--- config.mk ---
export PLATFORM = sky130hd
export DESIGN_NAME = gcba_div
export DESIGN_NICKNAME = d
export VERILOG_FILES = /design/src/rtl/gcba_pkg.sv /design/src/rtl/gcba_div.sv
export SDC_FILE = /design/constraint.sdc
export NUM_CORES = 1
export LEC_CHECK = 0
export BUFFER_PORTS_ARGS = -buffer_cell sky130_fd_sc_hd__buf_4
export CAP_MARGIN = 10
export CORE_ASPECT_RATIO = 0.75
export CORE_MARGIN = 4
export CORE_UTILIZATION = 46
export CTS_BUF_LIST = sky130_fd_sc_hd__clkbuf_16
export DETAILED_ROUTE_END_ITERATION = 8
export HOLD_SLACK_MARGIN = 0.12
export PLACE_DENSITY = 0.71
export SYNTH_ARGS = -nofsm -noshare
export SYNTH_HDL_FRONTEND = slang
export SYNTH_SLANG_ARGS = --single-unit
--- constraint.sdc ---
create_clock -name clk_i -period 5.2 [get_ports clk_i]
set_input_delay 0.26 -clock clk_i [delete_from_list [all_inputs] [get_ports clk_i]]
set_output_delay 0.26 -clock clk_i [all_outputs]
set_load 0.03 [all_outputs]
--- src/rtl/gcba_pkg.sv ---
// ---------------------------------------------------------------------------
// gcba_pkg
// Types and constants shared by the gated channel block averager.
// ---------------------------------------------------------------------------
package gcba_pkg;

  localparam int CH_W        = 5;   // channel field width
  localparam int SIZE_W      = 8;   // averaging size and frame count width
  localparam int SAMPLE_W    = 16;  // feature field width
  localparam int IN_FEATURES = 8;   // features carried by one frame
  localparam int FIDX_W      = 3;   // index into the frame features
  localparam int GATE0_TIME  = 0;
  localparam int GATE3_TIME  = 6;

  localparam logic OP_FRAME    = 1'b0;
  localparam logic OP_SET_SIZE = 1'b1;

  typedef logic [SAMPLE_W-1:0] sample_t;

  typedef enum logic [3:0] {
    S_IDLE,
    S_LOOKUP,
    S_PASS,
    S_ACC_RD,
    S_ACC_WR,
    S_COUNT,
    S_DIV_RD,
    S_DIV_LD,
    S_DIV_WAIT,
    S_EMIT
  } state_e;

endpackage

--- src/rtl/gcba_div.sv ---
// ---------------------------------------------------------------------------
// gcba_div
// Restoring radix-2 divider: one quotient bit per cycle, unsigned operands.
// ---------------------------------------------------------------------------
module gcba_div #(
  parameter int DW = 24
) (
  input  logic                        clk_i,
  input  logic                        rst_ni,
  input  logic                        start_i,
  input  logic [DW-1:0]               dividend_i,
  input  logic [gcba_pkg::SIZE_W-1:0] divisor_i,
  output logic [DW-1:0]               quot_o,
  output logic                        done_o
);

  localparam int CNT_W = $clog2(DW);

  logic [DW-1:0]               dvd_q;
  logic [gcba_pkg::SIZE_W-1:0] dsr_q;
  logic [gcba_pkg::SIZE_W-1:0] rem_q;
  logic [CNT_W-1:0]            cnt_q;
  logic                        busy_q;
  logic                        done_q;

  logic [gcba_pkg::SIZE_W:0]   rem_sh;
  logic [gcba_pkg::SIZE_W:0]   rem_sub;
  logic                        fits;

  assign rem_sh  = {rem_q, dvd_q[DW-1]};
  assign rem_sub = rem_sh - {1'b0, dsr_q};
  assign fits    = (rem_sh >= {1'b0, dsr_q});

  always_ff @(posedge clk_i or negedge rst_ni) begin
    if (!rst_ni) begin
      busy_q <= 1'b0;
      done_q <= 1'b0;
      cnt_q  <= '0;
    end else if (start_i) begin
      busy_q <= 1'b1;
      done_q <= 1'b0;
      cnt_q  <= CNT_W'(DW - 1);
    end else if (busy_q) begin
      if (cnt_q == '0) begin
        busy_q <= 1'b0;
        done_q <= 1'b1;
      end else begin
        cnt_q <= cnt_q - 1'b1;
      end
    end else begin
      done_q <= 1'b0;
    end
  end

  // quotient bits shift in from the bottom as dividend bits leave the top
  always_ff @(posedge clk_i) begin
    if (start_i) begin
      dvd_q <= dividend_i;
      dsr_q <= divisor_i;
      rem_q <= '0;
    end else if (busy_q) begin
      dvd_q <= {dvd_q[DW-2:0], fits};
      rem_q <= fits ? rem_sub[gcba_pkg::SIZE_W-1:0] : rem_sh[gcba_pkg::SIZE_W-1:0];
    end
  end

  assign quot_o = dvd_q;
  assign done_o = done_q;

endmodule

; ---- Word level (Yosys, flattened, before mapping)
; Cells that the tools add are included.
[word_totals]
elab_cells = 26
register_bits = 47
[classes]
n_addsub = 2
eq_ne = 2
magnitude_cmp = 1
n_mux = 12
n_reduce_logical = 3
[ops]
columns = operator, n
row1 = 24-bit two-way mux, 2
row2 = 5-bit two-way mux, 3
row3 = 9-bit by 8-bit >= comparator with 1-bit output, 1
row4 = 8-bit two-way mux, 1
row5 = 8-bit subtractor, 1
row6 = 1-bit two-way mux, 6
row7 = 5-bit zero test, 1
row8 = 5-bit by 1-bit subtractor with 5-bit output (second input constant), 1
row9 = 3-bit by 2-bit inequality test with 1-bit output (second input constant), 1
row10 = 2-bit inequality test (second input constant), 1
row11 = 2-bit AND reduction, 1
row12 = 2-bit nonzero test, 1

; ---- Longest topological paths before layout
; Gate-level depths: netlist of run 1.
[logic_depth]
ltp_word = 4
ltp_mapped = 8
mapped_depth_nobuf = 8

; ---- Worst setup path before layout of run 1
; OpenSTA, ideal clock, no wires.
[synth_path]
path_type = flip-flop to flip-flop
start = register dvd_q[23], in the netlist quot_o[23]
end = register rem_q[6] (netlist bit)
n_path_buf = 0
t_arrival_ps = 1924
stages_incl_launch_ff = 9
setup_slack_ps = 3192
setup_time_ps = 84
required_ps = 5116
cell_sequence = edfxtp_1 inv_1 ha_1 fa_1 nand2b_1 a21oi_1 nand3_1 and4_1 o31ai_2
[synth_via]
elab_chain_len = 2
elab_cells_between_ends = 3
cone_classes = add/sub: 1 / order compare: 1 / mux: 1
[synth_rtl]
columns = item, line
row1 = start: declaration, gcba_div.sv:19  ; logic [DW-1:0] dvd_q;
row2 = start signal: assignment, gcba_div.sv:58  ; dvd_q <= dividend_i;
row3 = start signal: assignment, gcba_div.sv:62  ; dvd_q <= {dvd_q[DW-2:0], fits};
row4 = 8-bit subtractor / 9-bit by 8-bit >= comparator with 1-bit output (equally long branches), "gcba_div.sv:31, gcba_div.sv:32"
row5 = 8-bit two-way mux *, gcba_div.sv:63  ; rem_q <= fits ? rem_sub[gcba_pkg::SIZE_W-1:0] : rem_sh[gcba_pkg::SIZE_W-1:0];
row6 = end signal: assignment, gcba_div.sv:63
row7 = end: declaration, gcba_div.sv:21  ; logic [gcba_pkg::SIZE_W-1:0] rem_q;
; Mark *: on every way between the ends. The rest lies on a longest branch, timed or not.
; A chain may end at the register's enable or synchronous reset.

; ---- Worst setup path in the final report of run 1
; Same ends and word-level chain as after synthesis.

==> impl_metrics.toml, run 1 <==
[run_status]
status = "completed"

[clocking]
cts.path.max_buffers = 2
postCtsSetupRepairBufs = 0
cts-htree-levels = 2
cts_buffers = 5
clk_pin_slew_worst_paths_ns = 0.06
ctsHoldBuffers = 1
cts_tree = "done"
clk_latency_ns = 0.28
clockRootBuffer = "clkbuf_16"
post_cts_resized = 0
cts_sinks = 47

[die]
initial_core_util_pct = 47.9
die_area_sq_mm = 0.00635
coreArea_sq_mm = 0.00493
die_w_um = 90.7
boundaryPins = 60
die_h_um = 70.0
num_rows = 22

[timing]
timing.final.crit_period_ns = 1.98
worst-slew-pin-transition_ns = 0.915
clock_skew_ns = 0.00453
slew_violations = 0
worst_slack_ns = 3.22
slew_headroom_pct = 39.0
rsz0062_at_grt = "false"
clock.fmax_mhz = 504
period_share_pct = 38.1
setup_viol = 0
fin_setup_tns_ns = 0
hold_viol = 0

[power]
intPower_w = 0.000838
pwr-share-seq_pct = 40.2
swShare_pct = 32.4
p_sw_w = 0.000402
p_clk_share_pct = 24.9
power.total_w = 0.00124
power_density_mw_per_mm2 = 414
ir_drop_mv = 0.229
power_leakage_nw = 1.28
power_frac_comb_pct = 34.9

[layout]
finalInstanceArea_sq_mm = 0.00300
fin_nets = 295
area_delta_synth_final_pct = 27.1
layout_common_cells = "buf_4, edfxtp_1, mux2_2"
drive_gt1_share_pct = 40.0
final_common_cell = "buf_4"
multi_input_area_sq_um = 978
fillCellCount = 404
regArea_sq_mm = 0.00130
antenna_cells = 0

[route]
ant_nets = 0
dr_total_vias = 1601
wl_um = 4530
wl_per_cell_um = 14.6
drt_first_pass_iters = 4
vias_per_cell = 5.16
drc_errors = 0
drt-initial-drc-count = 104

[yosys]
netlist_area_sq_mm = 0.00236
synth-edff-count = 32
ys_seq_area_share_pct = 54.9
ys_dominant_reg_cell = "edfxtp_1"
ys_types = 43
yosys_register_bits = 47
yosys_warnings = 0
synth_fp_nets = 233
syn_inst = 187
async_flop_share_pct = 14.9
syn_area_per_cell_sq_um = 12.6

[global_route]
grt_start_max_net_pins = 44
grt-ovfl-total = 0
grt_first_pass_wirelength_um = 7600
grt_pass1_vias = 1598
antenna_found_initial = 0
track_usage_pct = 15.0

[worst_setup_path]
r2r-end = "rem_q[6]"
cp.arrival_ns = 2.19
crit_type = "flip-flop to flip-flop"
r2r-start = "quot_o[23]"
critPathCaptureType = "flip-flop"
cp.required_ns = 5.40
startpoint_type = "flip-flop"
r2r_setup_slack_ns = 3.22
reg2reg_depth = 8
path_max_fanout = 3
setup.worst_path.start = "quot_o[23]"

[place]
placed_cell_area_sq_mm = 0.00285
dpl.hpwl_um = 3310
port_buffers = 59
gp_congestion = 0.808
pre_cts_ws_ns = 3.10

[min_path]
hold-path-endpoint = "dsr_q[6]"
hold_start = "divisor_i[6]"
hp-class = "primary input to flip-flop"
holdPathStages = 1

[run]
maxCapViolations = 0
## how the worst max path moves through the flow
stage	cells past startpoint	endpoint	slack (ns)
global route	8	rem_q[6]	3.11
floorplan	8	rem_q[6]	3.19
CTS	8	rem_q[6]	3.21
finish	8	rem_q[6]	3.22
detailed placement	3	quot_o[12]	3.10
global placement	3	quot_o[3]	3.15
## worst max-delay path, stage by stage, from the launching register on
cell and delay, ns:
edfxtp_1 0.40, inv_1 0.10, ha_1 0.19, fa_1 0.22
nand2b_1 0.14, a21oi_1 0.09, or4_1 0.40, and4_1 0.20
o31ai_2 0.15
## cell families after synthesis
| group | share of synthesized area (%) |
|---|---|
| xor+xnor | 3.34 |
| flops | 54.9 |
| compound gates | 7.95 |
| simple gates | 10.2 |
| fa+ha+maj | 6.15 |
| mux | 13.8 |
| buf+inv | 3.61 |
## through the flow
stage / cells / utilization [%] / hold WS, ns
3_5_place_dp: 301 / 57.8 / 0.0771
6_report: 310 / 60.9 / 0.151
4_1_cts: 310 / 60.9 / 0.142
2_1_floorplan: 187 / - / -0.0356
3_3_place_gp: 301 / 57.8 / 0.0778
5_1_grt: 310 / 60.9 / 0.141
## cell type report
class                      instances  share of cell area [%]
clock inverter                     3                   0.542
tap                               60                    2.50
timing repair buffer              60                    15.1
clock buffer                       5                    4.17
multi-input combinational        120                    32.6
sequential                        47                    43.2
inverter                          15                    1.88
## Yosys cell counts (all sizes together) (3+ instances only)
master,instances,area share [%]
nor2,16,2.5
dfxtp,8,6.8
nand2,11,1.7
ha,10,5.3
xor2,3,1.1
o21ai,6,1.3
a21oi,6,1.6
mux2i,4,1.7
buf,3,0.90
xnor2,6,2.2
dfrtp,7,7.4
inv,15,2.4
mux2,25,12
edfxtp,32,41
nand2b,8,2.4
nor2b,3,0.90
## state kept, by name (all words and copies together), names as in the netlist
name and cells:
busy_q 1, dsr_q 8, quot_o 24, cnt_q 5
rem_q 8, done_o 1
## routing by layer
layer	GRT usage (%)	routed length (um)
met1	21.0	2180
met2	21.8	2020
met3	4.84	283
met4	5.60	45
met5	0	0
## power by group through the flow
stage	combinational (W)	clock, W	sequential (W)
final	0.000434	0.000309	0.000498
after global routing	0.000476	0.000331	0.000507
after CTS	0.000437	0.000319	0.000499
after detailed placement	0.000434	0	0.000506
after global placement	0.000425	0	0.000508
after floorplan	0.000288	0	0.000546
Note: power is estimated with default switching activity, not from simulation.
==> run 2, diff against run 1 <==
--- a/config.mk
+++ b/config.mk
@@ -13,7 +13,7 @@
 export CTS_BUF_LIST = sky130_fd_sc_hd__clkbuf_16
 export DETAILED_ROUTE_END_ITERATION = 8
 export HOLD_SLACK_MARGIN = 0.12
-export PLACE_DENSITY = 0.71
+export PLACE_DENSITY = 0.73
 export SYNTH_ARGS = -nofsm -noshare
 export SYNTH_HDL_FRONTEND = slang
 export SYNTH_SLANG_ARGS = --single-unit
==> constraint.sdc (replaced) <==
create_clock -name clk_i -period 1.7 [get_ports clk_i]
set_input_delay 0.085 -clock clk_i [delete_from_list [all_inputs] [get_ports clk_i]]
set_output_delay 0.085 -clock clk_i [all_outputs]
set_load 0.03 [all_outputs]
==> run 2 against run 1 <==
  * The run now ends with setup timing left
  * Non-clock buffer count rose by 55
  * Core utilization up 13 points
  * Flip-flop and latch count did not move
  * Worst setup slack worse by 3.3 ns
  * Maximum frequency up 9.4%
  * Die area stayed put
  * Clock-buffer cell count stayed put
  * Register-to-register slack got worse by 3.3 ns
  * Sequential share of layout area fell by 7.6 points
==> impl_metrics.toml, run 2 (synthesis gave the netlist of run 1 again) <==
[die]
initial_core_util_pct = 47.9
die_w_um = 90.7
boundaryPins = 60
coreArea_sq_mm = 0.00493
die_area_sq_mm = 0.00635
num_rows = 22
die_h_um = 70.0

[global_route]
grt_start_max_net_pins = 29
grt-ovfl-total = 0
antenna_found_initial = 0
grt_pass1_vias = 1748
grt_first_pass_wirelength_um = 8780
track_usage_pct = 17.6

[run_status]
status = "complete, but fails checks"
violations = "setup timing"

[worst_setup_path]
r2r_setup_slack_ns = -0.11
reg2reg_depth = 8
cp.required_ns = 1.89
r2r-end = "rem_q[6]"
crit_type = "flip-flop to flip-flop"
setup.worst_path.start = "quot_o[23]"
r2r-start = "quot_o[23]"
path_max_fanout = 3
critPathCaptureType = "flip-flop"
startpoint_type = "flip-flop"
endpoint = "rem_q[6]"
cp.arrival_ns = 2.01

[place]
dpl.hpwl_um = 3700
gp_congestion = 0.869
port_buffers = 59
place_inst = 319

[timing]
worst_slack_ns = -0.112
slew_headroom_pct = 77.8
clock_skew_ns = 0.00769
slew_violations = 0
clock.fmax_mhz = 552
period_share_pct = 107
worst-slew-pin-transition_ns = 0.333
whs_ns = 0.122
hold_viol = 0
timing.final.crit_period_ns = 1.81
setup_viol = 9
rsz0062_at_grt = "true"

[route]
wl_per_cell_um = 15.5
drt_first_pass_iters = 4
drt-initial-drc-count = 113
wl_um = 5660
vias_per_cell = 5.02
dr_total_vias = 1831
drc_errors = 0
ant_nets = 0

[layout]
fin_nets = 350
largest_register_ffs = 24
layout_common_cells = "buf_4, edfxtp_1, dlygate4sd3_1"
antenna_cells = 0
fillCellCount = 323
fin_cells = 365
final_common_cell = "buf_4"
area_delta_synth_final_pct = 54.2
drive_gt1_share_pct = 46.6

[min_path]
hp-class = "primary input to flip-flop"
holdPathStages = 2

[clocking]
clk_pin_slew_worst_paths_ns = 0.06
cts_buffers = 5
clockRootBuffer = "clkbuf_16"
cts.path.max_buffers = 2
clk_latency_ns = 0.28
cts_tree = "done"
cts_sinks = 47
cts-htree-levels = 2

[power]
power_density_mw_per_mm2 = 1200
power_leakage_nw = 1.56
ir_drop_mv = 0.792

[run]
maxCapViolations = 0
[run 2: cell types whose count changed in the layout (fill, tap and decap cells not counted), moves of 3 or more]
cell           previous run  this run
dlygate4sd3_1             1        31
buf_4                    59        83
ha_1                     10         5
ha_4                      0         5
inv_2                     1         5
inv_1                    15        12
[run 2: per-stage QoR]
step | setup TNS (ns) | worst slack (ns) | instance area (sq um) | power [W] | util (%)
after global routing | -1.37 | -0.200 | 3640 | 0.00460 | 73.9
final | -0.301 | -0.112 | 3640 | 0.00438 | 73.9
after CTS | -0.296 | -0.149 | 3550 | 0.00433 | 72.0
after global placement | -0.142 | -0.0556 | 3030 | 0.00310 | 61.5
after detailed placement | -0.447 | -0.121 | 3030 | 0.00313 | 61.5
after floorplan | -0.631 | -0.219 | 2390 | 0.00259 | -
[run 2: timing repair]
action,in CTS,in global routing
buffers inserted,1,6
pin swaps,7,2
hold buffers,31,0
hold endpoints to repair,37,0
endpoints found under the setup margin,8,13
gates cloned,0,0
gates resized for setup,5,11
[run 2: how the worst min path moves through the flow]
| stage | startpoint | endpoint |
|---|---|---|
| 2_1_floorplan | rst_ni | busy_q |
| 3_5_place_dp | rst_ni | done_o |
| 3_3_place_gp | rst_ni | cnt_q[4] |
| 5_1_grt | dividend_i[23] | quot_o[23] |
| 6_report | dividend_i[23] | quot_o[23] |
| 4_1_cts | dividend_i[23] | quot_o[23] |
[run 2: critical path: stages, from the launching register on]
cell and delay [ns]:
edfxtp_1 0.41, inv_2 0.09, ha_4 0.13, fa_2 0.19, nand2b_4 0.12, a21oi_2 0.06, or4_1 0.38, and4_1 0.17
o31ai_2 0.17
[run 2: power by group]
part           switching (W)  internal (W)  total [W]
Clock               0.000406      0.000684    0.00109
Combinational       0.000846      0.000911    0.00176
Sequential          0.000122       0.00141    0.00153
[run 2: area by class of cell]
type                       count  area (sq um)  area share [%]
sequential                    47          1300            35.6
multi-input combinational    120          1100            30.1
timing repair buffer         115           953            26.2
clock buffer                   5           125            3.44
tap                           60          75.1            2.06
inverter                      15          56.3            1.55
clock inverter                 3          37.5            1.03
[run 2: layer usage]
layer	GRT usage, %	share of wire, %	vias to the layer above
met5	0	0	-
met4	3.23	0.90	0
met3	5.06	4.8	4
met2	26.9	48	46
met1	25.0	46	873
li1	-	-	908
